[config.mk]
export PLATFORM = sky130hd
export DESIGN_NAME = whitespace_trim_filter_unit_flat
export DESIGN_NICKNAME = d
export VERILOG_FILES = /design/src/sv/wstrim_pkg.sv /design/src/sv/wstrim_chan_if.sv /design/src/sv/whitespace_trim_filter_unit.sv /design/src/flat_wrapper.sv
export SDC_FILE = /design/constraint.sdc
export NUM_CORES = 1
export LEC_CHECK = 0
export BUFFER_PORTS_ARGS = -buffer_cell sky130_fd_sc_hd__buf_2
export CAP_MARGIN = 0
export CORE_MARGIN = 1.5
export CORE_UTILIZATION = 49
export CTS_CLUSTER_SIZE = 12
export DETAILED_ROUTE_END_ITERATION = 12
export PLACE_DENSITY_LB_ADDON = 0.1
export SKIP_CTS_REPAIR_TIMING = 1
export SYNTH_ARGS = -nofsm -noshare
export SYNTH_HDL_FRONTEND = slang
export SYNTH_SLANG_ARGS = --single-unit
[constraint.sdc]
create_clock -name clock -period 3.41 [get_ports clock]
set_input_delay 0.1705 -clock clock [delete_from_list [all_inputs] [get_ports clock]]
set_output_delay 0.1705 -clock clock [all_outputs]
set_load 0.01 [all_outputs]
[src/sv/wstrim_pkg.sv]
package wstrim_pkg;

   localparam logic [7:0] CHR_SPACE = 8'h20;
   localparam logic [7:0] CHR_FF    = 8'h0C;
   localparam logic [7:0] CHR_LF    = 8'h0A;
   localparam logic [7:0] CHR_TAB   = 8'h09;
   localparam logic [7:0] CHR_CR    = 8'h0D;
   localparam logic [7:0] CHR_VT    = 8'h0B;

   typedef struct packed {
      logic [7:0] data_byte;
      logic       is_end;
   } req_payload_type;

   typedef struct packed {
      logic [7:0] out_byte;
      logic       stream_end;
      logic       dropped_whitespace;
      logic       last_of_run;
   } rsp_payload_type;

   function automatic logic is_space(input logic [7:0] b);
      return (b == CHR_SPACE) || (b == CHR_FF) || (b == CHR_LF) ||
             (b == CHR_TAB) || (b == CHR_CR) || (b == CHR_VT);
   endfunction

endpackage

[src/sv/wstrim_chan_if.sv]
interface wstrim_chan_if #(
   parameter type payload_type = logic
);
   logic        valid;
   logic        ready;
   payload_type payload;

   modport source (output valid, output payload, input ready);
   modport sink   (input valid, input payload, output ready);
endinterface

[src/sv/whitespace_trim_filter_unit.sv]
// Channel   Dir  Payload                                              Accepted when
// req_chan  in   data_byte[7:0], is_end                               valid && ready
// rsp_chan  out  out_byte[7:0], stream_end, dropped_whitespace,       valid && ready
//                last_of_run
//
// A whitespace byte or an end marker is handled in the accept state; so is a non-whitespace
// byte with nothing held. A non-whitespace byte that releases N held bytes is accepted,
// then the N held bytes are read out of the pending memory (one read port, one byte per
// cycle while the output register is free), then the byte itself is passed.
// Reset is synchronous, active high; the pending memory needs no clearing.
// A stalled result holds in the output register; the input is taken only when that
// register is free or being emptied in the same cycle.
module whitespace_trim_filter_unit
   import wstrim_pkg::*;
#(
   parameter int PENDING_DEPTH = 16
) (
   input logic clock,
   input logic reset,
   wstrim_chan_if.sink   req_chan,
   wstrim_chan_if.source rsp_chan
);

   localparam int AW = (PENDING_DEPTH > 1) ? $clog2(PENDING_DEPTH) : 1;
   localparam int CW = $clog2(PENDING_DEPTH + 1);

   typedef enum logic [2:0] {
      ST_ACCEPT = 3'b001,
      ST_FLUSH  = 3'b010,
      ST_LAST   = 3'b100
   } state_type;

   state_type       state_ff, state_in;
   logic [CW-1:0]   count_ff, count_in;
   logic            leading_ff, leading_in;
   logic            ovf_ff, ovf_in;
   logic [AW-1:0]   emit_idx_ff, emit_idx_in;
   logic [7:0]      hold_ff, hold_in;
   logic            out_valid_ff, out_valid_in;
   rsp_payload_type out_ff, out_in;

   logic [7:0]      pending_mem_ff [PENDING_DEPTH];
   logic [7:0]      rd_data_ff;
   logic [AW-1:0]   rd_addr;
   logic            mem_we;

   logic            out_free;
   logic            req_ready;
   req_payload_type req;

   assign req      = req_chan.payload;
   assign out_free = !out_valid_ff || rsp_chan.ready;

   always_comb begin
      state_in     = state_ff;
      count_in     = count_ff;
      leading_in   = leading_ff;
      ovf_in       = ovf_ff;
      emit_idx_in  = emit_idx_ff;
      hold_in      = hold_ff;
      out_valid_in = out_valid_ff && !rsp_chan.ready;
      out_in       = out_ff;
      mem_we       = 1'b0;
      rd_addr      = emit_idx_ff;
      req_ready    = 1'b0;

      unique case (state_ff)
         ST_ACCEPT: begin
            req_ready = out_free;
            if (req_chan.valid && out_free) begin
               priority if (req.is_end) begin
                  // close the stream: report overflow, drop what is held
                  out_valid_in = 1'b1;
                  out_in       = '{8'd0, 1'b1, ovf_ff, 1'b1};
                  leading_in   = 1'b1;
                  count_in     = '0;
                  ovf_in       = 1'b0;
               end else if (is_space(req.data_byte)) begin
                  if (!leading_ff) begin
                     if (count_ff < CW'(PENDING_DEPTH)) begin
                        mem_we   = 1'b1;
                        count_in = count_ff + CW'(1);
                     end else begin
                        ovf_in = 1'b1;
                     end
                  end
               end else begin
                  leading_in = 1'b0;
                  if (count_ff == '0) begin
                     out_valid_in = 1'b1;
                     out_in       = '{req.data_byte, 1'b0, 1'b0, 1'b1};
                  end else begin
                     // park the byte, start reading the held run from entry zero
                     hold_in     = req.data_byte;
                     emit_idx_in = '0;
                     rd_addr     = '0;
                     state_in    = ST_FLUSH;
                  end
               end
            end
         end
         ST_FLUSH: begin
            if (out_free) begin
               out_valid_in = 1'b1;
               out_in       = '{rd_data_ff, 1'b0, 1'b0, 1'b0};
               if (CW'(emit_idx_ff) + CW'(1) == count_ff) begin
                  state_in = ST_LAST;
               end else begin
                  emit_idx_in = emit_idx_ff + AW'(1);
                  rd_addr     = emit_idx_ff + AW'(1);
               end
            end
         end
         ST_LAST: begin
            if (out_free) begin
               out_valid_in = 1'b1;
               out_in       = '{hold_ff, 1'b0, 1'b0, 1'b1};
               count_in     = '0;
               state_in     = ST_ACCEPT;
            end
         end
         default: begin
            state_in = ST_ACCEPT;
         end
      endcase
   end

   // pending memory: one write port, one registered read port
   always_ff @(posedge clock) begin
      if (mem_we) begin
         pending_mem_ff[count_ff[AW-1:0]] <= req.data_byte;
      end
      rd_data_ff <= pending_mem_ff[rd_addr];
   end

   always_ff @(posedge clock) begin
      if (reset) begin
         state_ff     <= ST_ACCEPT;
         count_ff     <= '0;
         leading_ff   <= 1'b1;
         ovf_ff       <= 1'b0;
         out_valid_ff <= 1'b0;
      end else begin
         state_ff     <= state_in;
         count_ff     <= count_in;
         leading_ff   <= leading_in;
         ovf_ff       <= ovf_in;
         out_valid_ff <= out_valid_in;
      end
   end

   always_ff @(posedge clock) begin
      emit_idx_ff <= emit_idx_in;
      hold_ff     <= hold_in;
      out_ff      <= out_in;
   end

   assign req_chan.ready   = req_ready;
   assign rsp_chan.valid   = out_valid_ff;
   assign rsp_chan.payload = out_ff;

`ifndef SYNTH
   // held count never passes the memory depth
   a_count_bound: assert property (@(posedge clock) disable iff (reset)
      count_ff <= CW'(PENDING_DEPTH))
      else $error("pending count above depth");

   // readout index stays inside the held run
   a_flush_idx: assert property (@(posedge clock) disable iff (reset)
      (state_ff == ST_FLUSH) |-> (CW'(emit_idx_ff) < count_ff))
      else $error("flush index outside held run");

   // a released run starts a flush
   a_flush_start: assert property (@(posedge clock) disable iff (reset)
      (req_chan.valid && req_ready && !req.is_end && !is_space(req.data_byte) &&
       count_ff != '0) |=> (state_ff == ST_FLUSH))
      else $error("held run not flushed");

   // the end result always closes its run
   a_end_last: assert property (@(posedge clock) disable iff (reset)
      (out_valid_ff && out_ff.stream_end) |-> out_ff.last_of_run)
      else $error("end result without last_of_run");

   // no memory write while the held run is read out
   a_no_write_flush: assert property (@(posedge clock) disable iff (reset)
      (state_ff != ST_ACCEPT) |-> !mem_we)
      else $error("pending write during flush");
`endif

endmodule

[src/flat_wrapper.sv]
// flat-port wrapper written by rule: the top's interface ports become plain ports
module whitespace_trim_filter_unit_flat import wstrim_pkg::*;
#(
   parameter int PENDING_DEPTH = 16
)
  (clock, reset, req_chan_valid, req_chan_payload, req_chan_ready, rsp_chan_valid, rsp_chan_payload, rsp_chan_ready);
  wstrim_chan_if #(.payload_type(req_payload_type)) req_chan_i ();
  wstrim_chan_if #(.payload_type(rsp_payload_type)) rsp_chan_i ();
  input logic clock;
  input logic reset;
  input wire logic [$bits(req_chan_i.valid)-1:0] req_chan_valid;
  input wire logic [$bits(req_chan_i.payload)-1:0] req_chan_payload;
  output wire logic [$bits(req_chan_i.ready)-1:0] req_chan_ready;
  output wire logic [$bits(rsp_chan_i.valid)-1:0] rsp_chan_valid;
  output wire logic [$bits(rsp_chan_i.payload)-1:0] rsp_chan_payload;
  input wire logic [$bits(rsp_chan_i.ready)-1:0] rsp_chan_ready;
  assign req_chan_i.valid = req_chan_valid;
  assign req_chan_i.payload = req_chan_payload;
  assign req_chan_ready = req_chan_i.ready;
  assign rsp_chan_valid = rsp_chan_i.valid;
  assign rsp_chan_payload = rsp_chan_i.payload;
  assign rsp_chan_i.ready = rsp_chan_ready;
  whitespace_trim_filter_unit #(.PENDING_DEPTH(PENDING_DEPTH)) u_core (.clock(clock), .reset(reset), .req_chan(req_chan_i), .rsp_chan(rsp_chan_i));
endmodule
==> flow_metrics.py <==
metrics = {
    "worst_setup_path": {
        "setup.worst_path.start_class": "input pin",
        "crit_path_start": "req_chan_payload[8]",
        "cp_slowest_cell": "sky130_fd_sc_hd__or4_4",
        "cpMostUsedCell": "sky130_fd_sc_hd__a211oi_1",
        "rr_startpoint": "u_core.emit_idx_ff[1]",
        "setup_slack_of_the_worst_register_to_register_path_ns": 0.15,
        "worst-endpoint-required_ns": 3.71,
        "arrival_ns": 3.60,
        "critPathBufInv": 3,
        "cp_max_fo": 32,
        "path_cells": "dlygate4sd3_1 -> buf_2 -> or3_1 -> or4_4 -> and2_4 -> a21o_4 -> buf_4 -> and4_1 -> a211oi_1 -> a211oi_1 -> or4_1",
        "slowest_delay_ns": 0.57,
        "regToRegEndpoint": "u_core.rd_data_ff[1]",
        "worst_path_dominant_cell_family": "simple AND/OR/NAND/NOR gates",
        "ff2ff_path_depth": 10,
        "timing.critical_path.to_type": "flip-flop",
        "path_class": "input pin to flip-flop",
    },
    "min_path": {
        "number_of_cells_on_the_worst_hold_path": 2,
        "hold_path_end": "u_core.state_ff[1]",
        "worstHoldPathType": "input pin to flip-flop",
        "hold_path_startpoint": "reset",
    },
    "timing": {
        "timing.final.hold_violations": 2,
        "final.hold.worst_slack_ns": -0.00284,
        "max_slew.worst_pin.slew_ns": 0.936,
        "timing.final.setup_violations": 0,
        "slew_viol_final": 0,
        "finalSetupTns_ns": 0,
        "rsz0062_at_grt": "no",
        "clock.fmax_ghz": 0.302,
        "finClkSkew_ns": 0.00762,
        "fin_crit_ns": 3.31,
        "post-route-period-util_pct": 97.0,
        "max-slew-margin-rel_pct": 37.1,
    },
    "clocking": {
        "cts_inserted_buffers": 17,
        "clkLatencyLatePin_ns": 0.43,
        "clock-sinks": 170,
        "max-clock-path-buffers": 2,
        "cts_root_buf": "sky130_fd_sc_hd__clkbuf_16",
        "clkSlewWorstSetupHoldPaths_ns": 0.06,
        "cts_tree": "yes",
        "cts_h_tree_depth": 4,
    },
    "die": {
        "initial_core_util_pct": 49.9,
        "die_h_microns": 124,
        "die_w_microns": 124,
        "num_io_pins": 26,
        "dieArea_sq_um": 15500,
        "core_footprint_sq_um": 14500,
        "placementRows": 44,
    },
    "yosys": {
        "synth_nets": 504,
        "yosys-top-cells-area": "sky130_fd_sc_hd__edfxtp_1 (61%), sky130_fd_sc_hd__a211oi_1 (6.9%), sky130_fd_sc_hd__dfxtp_1 (6.4%), sky130_fd_sc_hd__mux2i_1 (4.4%), sky130_fd_sc_hd__and4_1 (4.0%)",
        "share_of_the_synthesized_area_in_compound_gates_ao_oa_aoi_oai_pct": 11.9,
        "synthFlopType": "sky130_fd_sc_hd__edfxtp_1",
        "dominant_combinational_cell_family_by_area_after_synthesis": "compound AO/OA/AOI/OAI gates",
        "yosys.area_share.simple_pct": 10.3,
        "cell_area_after_synthesis_sq_um": 7220,
        "synth_seq_cells": 170,
        "yosys.area.top_type": "sky130_fd_sc_hd__edfxtp_1",
        "number_of_enable_flip_flop_cells_after_synthesis": 147,
        "ys.warnings.count": 0,
        "synthDominantCellAreaShare_pct": 61.1,
        "synth_sequential_area_ratio_pct": 67.5,
        "syn_avg_cell_area_sq_um": 14.9,
        "yosys.cell_types.count": 53,
        "synthesized_instance_count": 486,
        "fraction_of_synthesis_flops_using_an_asynchronous_set_or_reset_pin_pct": 0,
        "synthMuxAreaShare_pct": 4.64,
        "synthAdderAreaFrac_pct": 0.867,
        "post_synth_xor_area_fraction_pct": 0.971,
    },
    "detailed_routing": {
        "drt-total-wl_mm": 16.9,
        "route.detailed.drc": 0,
        "route.detailed.vias_per_inst": 5.98,
        "vias": 4400,
        "detail-route-antenna-nets": 0,
        "drt_pass_1_iters": 7,
        "drt_iter0_markers": 380,
        "avgRoutedWirePerCell_microns": 23.0,
    },
    "power": {
        "totalPowerFinal_mw": 4.94,
        "max-vdd-ir-drop_uv": 370,
        "p_leak_nw": 2.82,
        "power.share.clock_pct": 39.6,
        "seq_power_share_pct": 47.3,
        "power.density_nw_per_um2": 593,
        "combPwrFrac_pct": 13.1,
        "switching_share_of_total_power_pct": 23.5,
        "total_switching_power_mw": 1.16,
        "internal_power_mw": 3.78,
    },
    "global_route": {
        "grt_max_degree": 66,
        "all_layer_gr_usage_pct": 22.7,
        "number_of_antenna_violations_at_the_first_check_in_global_routing": 0,
        "grt_first_pass_wirelength_mm": 25.8,
        "global_route.overflow_total": 0,
        "grt_pass1_vias": 4211,
    },
    "finish": {
        "n_antenna_cell": 0,
        "multiInputGateArea_sq_um": 2100,
        "nets": 557,
        "fin_util_pct": 57.6,
        "drive_above_1_share_pct": 20.5,
        "final-seq-area_sq_um": 4870,
        "fillers": 1148,
        "area_growth_syn_to_layout_pct": 15.5,
    },
    "outcome": {
        "status": "finished, violations left",
        "failed_checks": "hold timing",
    },
    "place": {
        "placement.io_buffers": 25,
        "routabilityCongestion": 0.808,
        "place_hpwl_mm": 11.2,
    },
    "flow_run": {
        "max-cap-violations": 0,
    },
}
-- layout make-up --
cell class	instances	share of cell area [%]
tap	184	2.76
multi-input combinational	267	25.2
clock inverter	8	1.41
clock buffer	24	5.78
timing repair buffer	68	5.70
inverter	15	0.675
sequential	170	58.5
-- flip-flops by register name, indices dropped and copies added (netlist names) --
register	cells
u_core.rd_data_ff	8
u_core.pending_mem_ff	128
u_core.count_ff	5
u_core.rsp_chan.valid	1
u_core.leading_ff	1
u_core.hold_ff	8
u_core.rsp_chan.payload	11
u_core.emit_idx_ff	4
u_core.ovf_ff	1
u_core.state_ff	3
-- worst max path at each step --
stage | endpoint | slack, ns | cells after the start
after floorplan | u_core.rd_data_ff[2] | 0.44 | 11
after global placement | u_core.rd_data_ff[6] | 0.12 | 10
after detailed placement | u_core.rd_data_ff[6] | 0.08 | 10
after CTS | u_core.rd_data_ff[6] | 0.03 | 10
after global routing | u_core.rd_data_ff[4] | 0.007 | 11
final | u_core.rd_data_ff[1] | 0.10 | 11
-- cells by family (layout without fill, tap and decap cells) --
kind of cell               Yosys count  after routing
buffers and inverters               49            115
muxes                               33             33
and+or+nand+nor                    117            117
xor gates and xnor gates             8              8
DFF                                170            170
AOI/OAI and AO/OA                  104            104
adders and majority gates            5              5
-- through the flow --
step                      cells  hold WS [ns]  setup slack [ns]  area [sq um]
after floorplan             486         0.240             0.440          7220
final                       736      -0.00284             0.104          8340
after global placement      703         0.418             0.122          7700
after detailed placement    703         0.419            0.0776          7700
after CTS                   735       -0.0252            0.0303          8300
after global routing        736       0.00450           0.00684          8340
-- worst register-to-register path, delay by kind of cell, from the launching register on --
| kind | cells | cell delay [ns] |
|---|---|---|
| AOI/OAI and AO/OA | 5 | 1.19 |
| and+or+nand+nor | 2 | 0.73 |
| DFF | 1 | 0.37 |
| muxes | 1 | 0.37 |
| buffers and inverters | 1 | 0.24 |
| adders and majority gates | 1 | 0.21 |
-- cells in the final DEF, fill, tap and decap left out, types with 4 or more instances in the layout --
master                      netlist  routed
sky130_fd_sc_hd__a211oi_1        66      64
sky130_fd_sc_hd__a21oi_1          7       7
sky130_fd_sc_hd__a222oi_1         8       8
sky130_fd_sc_hd__and4_1          33      33
sky130_fd_sc_hd__buf_2            6      25
sky130_fd_sc_hd__buf_4            5      40
sky130_fd_sc_hd__clkbuf_1        13       4
sky130_fd_sc_hd__clkbuf_16        0      17
sky130_fd_sc_hd__dfxtp_1         23      23
sky130_fd_sc_hd__edfxtp_1       147     147
sky130_fd_sc_hd__ha_1             5       4
sky130_fd_sc_hd__inv_1           15      15
sky130_fd_sc_hd__mux2i_1         32      32
sky130_fd_sc_hd__nand2_1         12      12
sky130_fd_sc_hd__nand2b_1         8       8
sky130_fd_sc_hd__nand3_1          5       5
sky130_fd_sc_hd__nor2_1          25      25
sky130_fd_sc_hd__nor3_1           7       6
sky130_fd_sc_hd__or4_1            8       8
sky130_fd_sc_hd__xnor2_1          5       5
-- power groups by stage --
stage | sequential [mW] | clock, mW | combinational (mW)
5_1_grt | 2.34 | 2.04 | 0.704
3_5_place_dp | 2.38 | 0 | 0.643
6_report | 2.34 | 1.95 | 0.648
2_1_floorplan | 2.37 | 0 | 0.463
3_3_place_gp | 2.38 | 0 | 0.632
4_1_cts | 2.34 | 1.98 | 0.647
-- cell usage after synthesis (6+ instances only) --
| cell type | count |
|---|---|
| sky130_fd_sc_hd__nand2b_1 | 8 |
| sky130_fd_sc_hd__dfxtp_1 | 23 |
| sky130_fd_sc_hd__nor3_1 | 7 |
| sky130_fd_sc_hd__edfxtp_1 | 147 |
| sky130_fd_sc_hd__nor2_1 | 25 |
| sky130_fd_sc_hd__and4_1 | 33 |
| sky130_fd_sc_hd__buf_6 | 8 |
| sky130_fd_sc_hd__inv_1 | 15 |
| sky130_fd_sc_hd__a222oi_1 | 8 |
| sky130_fd_sc_hd__a211oi_1 | 66 |
| sky130_fd_sc_hd__buf_2 | 6 |
| sky130_fd_sc_hd__clkbuf_1 | 13 |
| sky130_fd_sc_hd__a21oi_1 | 7 |
| sky130_fd_sc_hd__or4_1 | 8 |
| sky130_fd_sc_hd__mux2i_1 | 32 |
| sky130_fd_sc_hd__nand2_1 | 12 |
-- metal layers --
metal / track usage (%) / part of all wire, % / wire [microns] / vias up
li1: - / - / - / 2059
met1: 31.5 / 47 / 7900 / 2198
met2: 34.6 / 47 / 7870 / 118
met3: 5.11 / 5.1 / 855 / 25
met4: 10.1 / 1.7 / 295 / 0
met5: 0 / 0 / 0 / -
(Power assumes the default switching activity.)
